## src/hw/rtl/sstt_pkg.sv

```systemverilog
// Package with widths, register codes and control types of the smooth step core.
`default_nettype none

package sstt_pkg;

   localparam int DATA_W      = 16;
   localparam int CFG_W       = 15;
   localparam int CSR_INDEX_W = 2;

   localparam logic [CSR_INDEX_W-1:0] CSR_DIVISOR_SCALE = 2'd0;
   localparam logic [CSR_INDEX_W-1:0] CSR_MAX_STEP      = 2'd1;
   localparam logic [CSR_INDEX_W-1:0] CSR_MIN_STEP      = 2'd2;

   localparam logic [CFG_W-1:0] SCALE_RESET    = 15'd1;
   localparam logic [CFG_W-1:0] MAX_STEP_RESET = 15'd32767;
   localparam logic [CFG_W-1:0] MIN_STEP_RESET = 15'd0;

   localparam int DIV_STEPS = DATA_W;
   localparam int DIV_CNT_W = $clog2(DIV_STEPS);
   localparam logic [DIV_CNT_W-1:0] DIV_LAST = DIV_CNT_W'(DIV_STEPS - 1);

   typedef struct packed {
      logic capture;
      logic div_step;
      logic clamp;
      logic add;
      logic finish;
   } ctl_cmd_type;

   typedef struct packed {
      logic skip;
   } ctl_sts_type;

endpackage

`default_nettype wire

```

## src/hw/rtl/sstt_channels.sv

```systemverilog
// Valid/ready channel interfaces for the request and response items.
`default_nettype none

interface sstt_req_if;
   logic                             valid;
   logic                             ready;
   logic                             opcode;
   logic signed [sstt_pkg::DATA_W-1:0] target;

   modport source (output valid, output opcode, output target, input ready);
   modport sink   (input valid, input opcode, input target, output ready);
endinterface

interface sstt_rsp_if;
   logic                             valid;
   logic                             ready;
   logic signed [sstt_pkg::DATA_W-1:0] new_value;
   logic signed [sstt_pkg::DATA_W-1:0] distance_before;

   modport source (output valid, output new_value, output distance_before, input ready);
   modport sink   (input valid, input new_value, input distance_before, output ready);
endinterface

`default_nettype wire

```

## src/hw/rtl/sstt_datapath.sv

```systemverilog
// Datapath: config registers, current value, serial divider, clamp and snap logic.
`default_nettype none

module sstt_datapath (
   input  wire logic                               clock,
   input  wire logic                               reset,
   input  wire logic                               csr_wen,
   input  wire logic [sstt_pkg::CSR_INDEX_W-1:0]   csr_index,
   input  wire logic [sstt_pkg::CFG_W-1:0]         csr_wdata,
   input  wire logic                               in_opcode,
   input  wire logic signed [sstt_pkg::DATA_W-1:0] in_target,
   input  wire sstt_pkg::ctl_cmd_type              cmd,
   output sstt_pkg::ctl_sts_type                   sts,
   output logic signed [sstt_pkg::DATA_W-1:0]      out_new_value,
   output logic signed [sstt_pkg::DATA_W-1:0]      out_distance
);
   import sstt_pkg::*;

   logic [CFG_W-1:0]  scale_ff, max_ff, min_ff;
   logic [DATA_W-1:0] cur_ff, cur_in;
   logic [DATA_W-1:0] tgt_ff, tgt_in;
   logic [DATA_W-1:0] dist_ff, dist_in;
   logic              neg_ff, neg_in;
   logic              small_ff, small_in;
   logic [DATA_W-1:0] rem_ff, rem_in;
   logic [DATA_W-1:0] dvd_ff, dvd_in;
   logic [DATA_W-1:0] delta_ff, delta_in;
   logic [DATA_W-1:0] sum_ff, sum_in;
   logic [DATA_W-1:0] new_ff, new_in;
   logic [DATA_W-1:0] dout_ff, dout_in;

   logic [DATA_W-1:0] dist_w, mag_w, trial_w, div_w, lim_w, mag_c, diff_w;
   logic              ge_w, big_w, over_w, snap_w;

   // A zero scale divides by one.
   assign div_w   = {1'b0, (scale_ff == '0) ? CFG_W'(1) : scale_ff};
   assign dist_w  = in_target - cur_ff;
   assign mag_w   = dist_w[DATA_W-1] ? (~dist_w + DATA_W'(1)) : dist_w;
   assign trial_w = {rem_ff[DATA_W-2:0], dvd_ff[DATA_W-1]};
   assign ge_w    = trial_w >= div_w;

   // After the division dvd_ff holds the magnitude of the quotient.
   assign big_w  = dvd_ff > {1'b0, min_ff};
   assign over_w = dvd_ff > {1'b0, max_ff};
   assign lim_w  = over_w ? {1'b0, max_ff} : dvd_ff;
   assign mag_c  = big_w ? lim_w : {1'b0, min_ff};

   // A minimum step snaps to the target when it reaches or passes it.
   assign diff_w = tgt_ff - sum_ff;
   assign snap_w = small_ff && (neg_ff ? !diff_w[DATA_W-1]
                                       : (diff_w[DATA_W-1] || diff_w == '0));

   assign sts.skip = in_opcode || (dist_w == '0);

   always_comb begin
      cur_in   = cur_ff;
      tgt_in   = tgt_ff;
      dist_in  = dist_ff;
      neg_in   = neg_ff;
      small_in = small_ff;
      rem_in   = rem_ff;
      dvd_in   = dvd_ff;
      delta_in = delta_ff;
      sum_in   = sum_ff;
      new_in   = new_ff;
      dout_in  = dout_ff;
      if (cmd.capture) begin
         tgt_in   = in_target;
         dist_in  = in_opcode ? '0 : dist_w;
         neg_in   = dist_w[DATA_W-1];
         small_in = 1'b0;
         rem_in   = '0;
         dvd_in   = mag_w;
         sum_in   = in_opcode ? in_target : cur_ff;
      end
      if (cmd.div_step) begin
         rem_in = ge_w ? (trial_w - div_w) : trial_w;
         dvd_in = {dvd_ff[DATA_W-2:0], ge_w};
      end
      if (cmd.clamp) begin
         small_in = !big_w;
         delta_in = neg_ff ? (~mag_c + DATA_W'(1)) : mag_c;
      end
      if (cmd.add) begin
         sum_in = cur_ff + delta_ff;
      end
      if (cmd.finish) begin
         cur_in  = snap_w ? tgt_ff : sum_ff;
         new_in  = snap_w ? tgt_ff : sum_ff;
         dout_in = dist_ff;
      end
   end

   always_ff @(posedge clock) begin
      if (reset) begin
         scale_ff <= SCALE_RESET;
         max_ff   <= MAX_STEP_RESET;
         min_ff   <= MIN_STEP_RESET;
         cur_ff   <= '0;
      end else begin
         cur_ff <= cur_in;
         if (csr_wen) begin
            case (csr_index)
               CSR_DIVISOR_SCALE: scale_ff <= csr_wdata;
               CSR_MAX_STEP:      max_ff   <= csr_wdata;
               CSR_MIN_STEP:      min_ff   <= csr_wdata;
               default: begin
               end
            endcase
         end
      end
   end

   always_ff @(posedge clock) begin
      tgt_ff   <= tgt_in;
      dist_ff  <= dist_in;
      neg_ff   <= neg_in;
      small_ff <= small_in;
      rem_ff   <= rem_in;
      dvd_ff   <= dvd_in;
      delta_ff <= delta_in;
      sum_ff   <= sum_in;
      new_ff   <= new_in;
      dout_ff  <= dout_in;
   end

   assign out_new_value = new_ff;
   assign out_distance  = dout_ff;

endmodule

`default_nettype wire

```

## src/hw/rtl/sstt_controller.sv

```systemverilog
// Controller: sequences capture, division, clamp, add and result hand-off.
`default_nettype none

module sstt_controller (
   input  wire logic                  clock,
   input  wire logic                  reset,
   input  wire logic                  req_valid,
   output logic                       req_ready,
   input  wire logic                  rsp_ready,
   output logic                       rsp_valid,
   input  wire sstt_pkg::ctl_sts_type sts,
   output sstt_pkg::ctl_cmd_type      cmd
);
   import sstt_pkg::*;

   typedef enum logic [2:0] {
      ST_IDLE,
      ST_DIV,
      ST_CLAMP,
      ST_ADD,
      ST_FIN
   } state_type;

   state_type            state_ff;
   logic [DIV_CNT_W-1:0] cnt_ff;
   logic                 valid_ff;
   logic                 slot_free;

   assign slot_free    = !valid_ff || rsp_ready;
   assign req_ready    = (state_ff == ST_IDLE);
   assign cmd.capture  = req_valid && (state_ff == ST_IDLE);
   assign cmd.div_step = (state_ff == ST_DIV);
   assign cmd.clamp    = (state_ff == ST_CLAMP);
   assign cmd.add      = (state_ff == ST_ADD);
   assign cmd.finish   = (state_ff == ST_FIN) && slot_free;
   assign rsp_valid    = valid_ff;

   always_ff @(posedge clock) begin
      if (reset) begin
         state_ff <= ST_IDLE;
         cnt_ff   <= '0;
         valid_ff <= 1'b0;
      end else begin
         if (cmd.finish) begin
            valid_ff <= 1'b1;
         end else if (rsp_ready) begin
            valid_ff <= 1'b0;
         end
         case (state_ff)
            ST_IDLE: begin
               cnt_ff <= '0;
               if (cmd.capture) begin
                  // Loads and zero distances need no division.
                  state_ff <= sts.skip ? ST_FIN : ST_DIV;
               end
            end
            ST_DIV: begin
               cnt_ff <= cnt_ff + DIV_CNT_W'(1);
               if (cnt_ff == DIV_LAST) begin
                  state_ff <= ST_CLAMP;
               end
            end
            ST_CLAMP: state_ff <= ST_ADD;
            ST_ADD:   state_ff <= ST_FIN;
            ST_FIN: begin
               if (slot_free) begin
                  state_ff <= ST_IDLE;
               end
            end
            default: state_ff <= ST_IDLE;
         endcase
      end
   end

endmodule

`default_nettype wire

```

## src/hw/rtl/smooth_step_toward_target_core.sv

```systemverilog
// Top level of the smooth step core: controller, datapath and channel hookup.
//
//   channel   direction  payload                        handshake
//   req_ch    in         opcode, target                 valid/ready
//   rsp_ch    out        new_value, distance_before     valid/ready
//   csr_*     in         index, 15-bit data             write enable
//
// A step item passes from acceptance to result through a capture step, the
// restoring divider, then the clamp, add and snap steps. A load item or an
// item already at target skips the divider, clamp and add and goes to snap.
// One item is in work at a time; a finished result waits in the output register
// while the next item is accepted, and a stalled output holds only the last step.
// Reset is synchronous: current value zero, scale 1, max step 32767, min step 0.
`default_nettype none

module smooth_step_toward_target_core (
   input  wire logic                             clock,
   input  wire logic                             reset,
   sstt_req_if.sink                              req_ch,
   sstt_rsp_if.source                            rsp_ch,
   input  wire logic                             csr_wen,
   input  wire logic [sstt_pkg::CSR_INDEX_W-1:0] csr_index,
   input  wire logic [sstt_pkg::CFG_W-1:0]       csr_wdata
);
   import sstt_pkg::*;

   ctl_cmd_type cmd;
   ctl_sts_type sts;

   sstt_controller u_ctrl (
      .clock     (clock),
      .reset     (reset),
      .req_valid (req_ch.valid),
      .req_ready (req_ch.ready),
      .rsp_ready (rsp_ch.ready),
      .rsp_valid (rsp_ch.valid),
      .sts       (sts),
      .cmd       (cmd)
   );

   sstt_datapath u_dp (
      .clock         (clock),
      .reset         (reset),
      .csr_wen       (csr_wen),
      .csr_index     (csr_index),
      .csr_wdata     (csr_wdata),
      .in_opcode     (req_ch.opcode),
      .in_target     (req_ch.target),
      .cmd           (cmd),
      .sts           (sts),
      .out_new_value (rsp_ch.new_value),
      .out_distance  (rsp_ch.distance_before)
   );

endmodule

`default_nettype wire

```

## src/flat_wrapper.sv

```systemverilog
// flat-port wrapper written by rule: the top's interface ports become plain ports
module smooth_step_toward_target_core_flat import sstt_pkg::*;
  (clock, reset, csr_wen, csr_index, csr_wdata, req_ch_valid, req_ch_opcode, req_ch_target, req_ch_ready, rsp_ch_valid, rsp_ch_new_value, rsp_ch_distance_before, rsp_ch_ready);
  sstt_req_if req_ch_i ();
  sstt_rsp_if rsp_ch_i ();
  input  wire logic clock;
  input  wire logic reset;
  input  wire logic csr_wen;
  input  wire logic [sstt_pkg::CSR_INDEX_W-1:0] csr_index;
  input  wire logic [sstt_pkg::CFG_W-1:0] csr_wdata;
  input wire logic [$bits(req_ch_i.valid)-1:0] req_ch_valid;
  input wire logic [$bits(req_ch_i.opcode)-1:0] req_ch_opcode;
  input wire logic [$bits(req_ch_i.target)-1:0] req_ch_target;
  output wire logic [$bits(req_ch_i.ready)-1:0] req_ch_ready;
  output wire logic [$bits(rsp_ch_i.valid)-1:0] rsp_ch_valid;
  output wire logic [$bits(rsp_ch_i.new_value)-1:0] rsp_ch_new_value;
  output wire logic [$bits(rsp_ch_i.distance_before)-1:0] rsp_ch_distance_before;
  input wire logic [$bits(rsp_ch_i.ready)-1:0] rsp_ch_ready;
  assign req_ch_i.valid = req_ch_valid;
  assign req_ch_i.opcode = req_ch_opcode;
  assign req_ch_i.target = req_ch_target;
  assign req_ch_ready = req_ch_i.ready;
  assign rsp_ch_valid = rsp_ch_i.valid;
  assign rsp_ch_new_value = rsp_ch_i.new_value;
  assign rsp_ch_distance_before = rsp_ch_i.distance_before;
  assign rsp_ch_i.ready = rsp_ch_ready;
  smooth_step_toward_target_core u_core (.clock(clock), .reset(reset), .req_ch(req_ch_i), .rsp_ch(rsp_ch_i), .csr_wen(csr_wen), .csr_index(csr_index), .csr_wdata(csr_wdata));
endmodule
```

## config.mk

```make
export PLATFORM = sky130hd
export DESIGN_NAME = smooth_step_toward_target_core_flat
export DESIGN_NICKNAME = d
export VERILOG_FILES = /design/src/hw/rtl/sstt_pkg.sv /design/src/hw/rtl/sstt_channels.sv /design/src/hw/rtl/sstt_datapath.sv /design/src/hw/rtl/sstt_controller.sv /design/src/hw/rtl/smooth_step_toward_target_core.sv /design/src/flat_wrapper.sv
export SDC_FILE = /design/constraint.sdc
export NUM_CORES = 1
export LEC_CHECK = 0
export BUFFER_PORTS_ARGS = -buffer_cell sky130_fd_sc_hd__buf_4
export CORE_ASPECT_RATIO = 0.9
export CORE_UTILIZATION = 25
export DETAILED_ROUTE_END_ITERATION = 6
export GPL_ROUTABILITY_DRIVEN = 1
export PLACE_DENSITY = 0.44
export SYNTH_ARGS = -nofsm -noshare
export SYNTH_HDL_FRONTEND = slang
export SYNTH_SLANG_ARGS = --single-unit
```

## constraint.sdc

```tcl
create_clock -name clock -period 5.3 [get_ports clock]
set_clock_uncertainty 0.05 [all_clocks]
set_input_delay 0.265 -clock clock [delete_from_list [all_inputs] [get_ports clock]]
set_output_delay 0.265 -clock clock [all_outputs]
set_load 0.01 [all_outputs]
```

==> run summary <==
WP data required -> 5450 ps
Hold EP -> u_core.u_ctrl.state_ff[0]
pwr dens -> 327 mW/mm^2
Synth Net Count -> 1447
Initial Util -> 25.5%
Total Wirelength -> 35.3 mm
Lkg Pwr -> 5.58 nW
Post-synth top flop -> edfxtp_1
Setup Buffers After CTS -> 0
final net count -> 1528
max_slew headroom -> 27.8%
DRT Pass-1 Iters -> 6
num ports -> 73
Mapped Cells -> 1311
GRT Residual Overflow -> 0
Setup violations, final -> 0
f_max -> 0.254 GHz
WL/cell -> 17.4 microns
EDFF count, synth -> 129
number of global-route vias before repair -> 9201
DP HPWL -> 26.7 mm
Seq/Total Area, Yosys -> 42.7%
FF+latch count, synth -> 198
critical path fanouts, max -> 13
final non-filler cell total -> 2029
via count -> 9730
Die Area -> 0.0501 sq mm
Total GRT Usage -> 14.3%
Slew @ Worst Pin -> 1080 ps
synthesis-to-layout area growth -> 16.6%
Avg Cell Area, Syn -> 9.39 sq um
r2r endpoint -> u_core.u_dp.delta_ff[12]
Hold Crit Depth -> 3
DRC -> 0
Num CTS Buffers -> 17
post-synth cell types -> 85
Design Power -> 4.70 mW
largest net degree at the start of global routing -> 70
final worst path period share -> 74.4%
Synth warnings -> 0
die height -> 213 microns
Clock Pin Slew Worst Setup and Hold Paths -> 80 ps
cts repair resizes -> 0
R2R cell count -> 11
FF-to-FF setup slack -> 1360 ps
Fin Setup TNS -> 0 ps
Worst setup SP type -> flop
global routing usage on met1 -> 20.9%
leading post-synthesis cells by cell area -> edfxtp_1, dfxtp_1, ha_1
maximum vdd drop -> 0.247 mV
GR Util met2 -> 22.0%
Final Hold Fails -> 0
initial antenna violation count -> 0
Clk Latency, worst-skew pair -> 470 ps
post-route antenna net violation count -> 0
Worst Hold Class -> in2reg
Mapped Area -> 0.0123 sq mm
FP Rows -> 76
Die W -> 236 microns
H-tree depth reported by CTS -> 4
Worst Path Arrival -> 4090 ps
GR peak layer -> met2
gpl congestion -> 0.868
vias per cell -> 4.80
max-cap viol count -> 0
dpl cells -> 1966
min cycle time layout -> 3940 ps
asr flop ratio synth -> 0%
core area -> 0.0482 sq mm
layout cells sized above 1 -> 11.8%
DRT iter0 DRCs -> 647
first-pass GRT wire length -> 54.8 mm
Filler Cell Count -> 5055
met3 Use GR -> 2.35%
Crit Path Category -> reg2reg
Final Util -> 29.8%
hold wc startpoint -> req_ch_valid
clock sink total -> 198
post-synth top area cell -> edfxtp_1
commonest non-fill, non-tap cell in the layout -> nor2_1
commonest non-fill, non-tap cells in the layout -> nor2_1, a21oi_1, edfxtp_1
Clk Tree Root Cell -> clkbuf_16
CTS tree -> yes
CTS Buffer Depth -> 2
RSZ-0062 raised after global routing -> false
run status -> complete, no violations
Crit. End Element -> flop
# port buffers -> 72
top cell type's share of synthesized area -> 31.5%
fin. max-slew vios -> 0
Antenna diodes -> 0
worst reg2reg path startpoint -> u_core.u_dp.dvd_ff[4]
[report_power, final]
group	switching (mW)	internal, mW	total, mW
registers	0.120	1.83	1.95
logic	0.857	0.598	1.46
clock network	0.677	0.620	1.30
total	1.65	3.04	4.70
[logic make-up after synthesis]
family / count (synthesis) / synth area share [%]
DFF: 198 / 42.7
and+or+nand+nor: 405 / 15.5
adders and majority gates: 97 / 10.1
AOI/OAI and AO/OA: 358 / 18.9
muxes: 34 / 3.25
buffers and inverters: 157 / 5.03
xor gates and xnor gates: 62 / 4.47
[per-layer routing]
layer,wire length (microns),part of all wire (%),vias to the layer above
li1,-,-,4886
met3,1120,3.2,23
met2,15300,43,159
met5,0,0,-
met1,18500,52,4662
met4,388,1.1,0
[how the worst max path moves through the flow]
stage / to / slack, ps / cells after the start / startpoint
4_1_cts: u_core.u_dp.delta_ff[12] / 1370 / 11 / u_core.u_dp.dvd_ff[4]
6_report: u_core.u_dp.delta_ff[12] / 1360 / 11 / u_core.u_dp.dvd_ff[4]
5_1_grt: u_core.u_dp.rem_ff[9] / 990 / 15 / u_core.u_dp.scale_ff[12]
2_1_floorplan: u_core.u_dp.delta_ff[10] / 1930 / 13 / u_core.u_dp.dvd_ff[4]
3_5_place_dp: u_core.u_dp.rem_ff[12] / 1390 / 15 / u_core.u_dp.scale_ff[12]
3_3_place_gp: u_core.u_dp.rem_ff[5] / 1410 / 15 / u_core.u_dp.scale_ff[12]
[timing repair]
item / CTS / global route
hold buffers: 31 / 0
hold endpoints to repair: 46 / 0
setup endpoints to repair: 0 / 0
[critical path: stages (launching register included)]
cell,delay [ps]
edfxtp_1,520
ha_1,350
and3_1,160
nand3_1,120
or4_1,660
nand2_1,490
mux2i_1,320
o21a_1,180
ha_1,210
nand4_1,180
o31ai_1,330
xor2_1,110
[stage by stage]
step                worst slack (ps)  area [sq um]  hold WS [ps]
finish                          1360         14400          78.0
global placement                1410         13500           352
detailed placement              1390         13500           355
CTS                             1370         14400          49.4
floorplan                       1930         12300           314
global route                     994         14400          59.2
[flip-flops by register name, indices dropped and copies added (netlist names)]
register                   cells
u_core.u_ctrl.cnt_ff           4
u_core.u_ctrl.rsp_valid        1
u_core.u_ctrl.state_ff         3
u_core.u_dp.cur_ff            16
u_core.u_dp.delta_ff          16
u_core.u_dp.dist_ff           16
u_core.u_dp.dvd_ff            16
u_core.u_dp.max_ff            15
u_core.u_dp.min_ff            15
u_core.u_dp.neg_ff             1
u_core.u_dp.out_distance      16
u_core.u_dp.out_new_value     16
u_core.u_dp.rem_ff            15
u_core.u_dp.scale_ff          15
u_core.u_dp.small_ff           1
u_core.u_dp.sum_ff            16
u_core.u_dp.tgt_ff            16
[synth_stat cells (13+ instances only)]
cell	instances
ha_1	93
nor2_1	143
inv_1	107
nand3_1	25
a21oi_1	137
a31oi_1	13
nor3_1	19
edfxtp_1	129
o21a_1	24
nand4_1	14
xor2_1	29
a21o_1	18
mux2i_1	16
o21ai_0	58
xnor2_1	32
dfxtp_1	69
a211o_1	19
nor2b_1	15
nand2_1	115
clkbuf_1	36
[final cells by class]
type	count	area [sq um]	share of cell area, %
clock buffers	17	425	2.96
multi-input cells	956	6440	44.9
clock inverters	15	136	0.950
well taps	624	781	5.44
repair buffers	112	918	6.40
inverters	107	402	2.80
flip-flops and latches	198	5260	36.6
(Power assumes the default switching activity.)
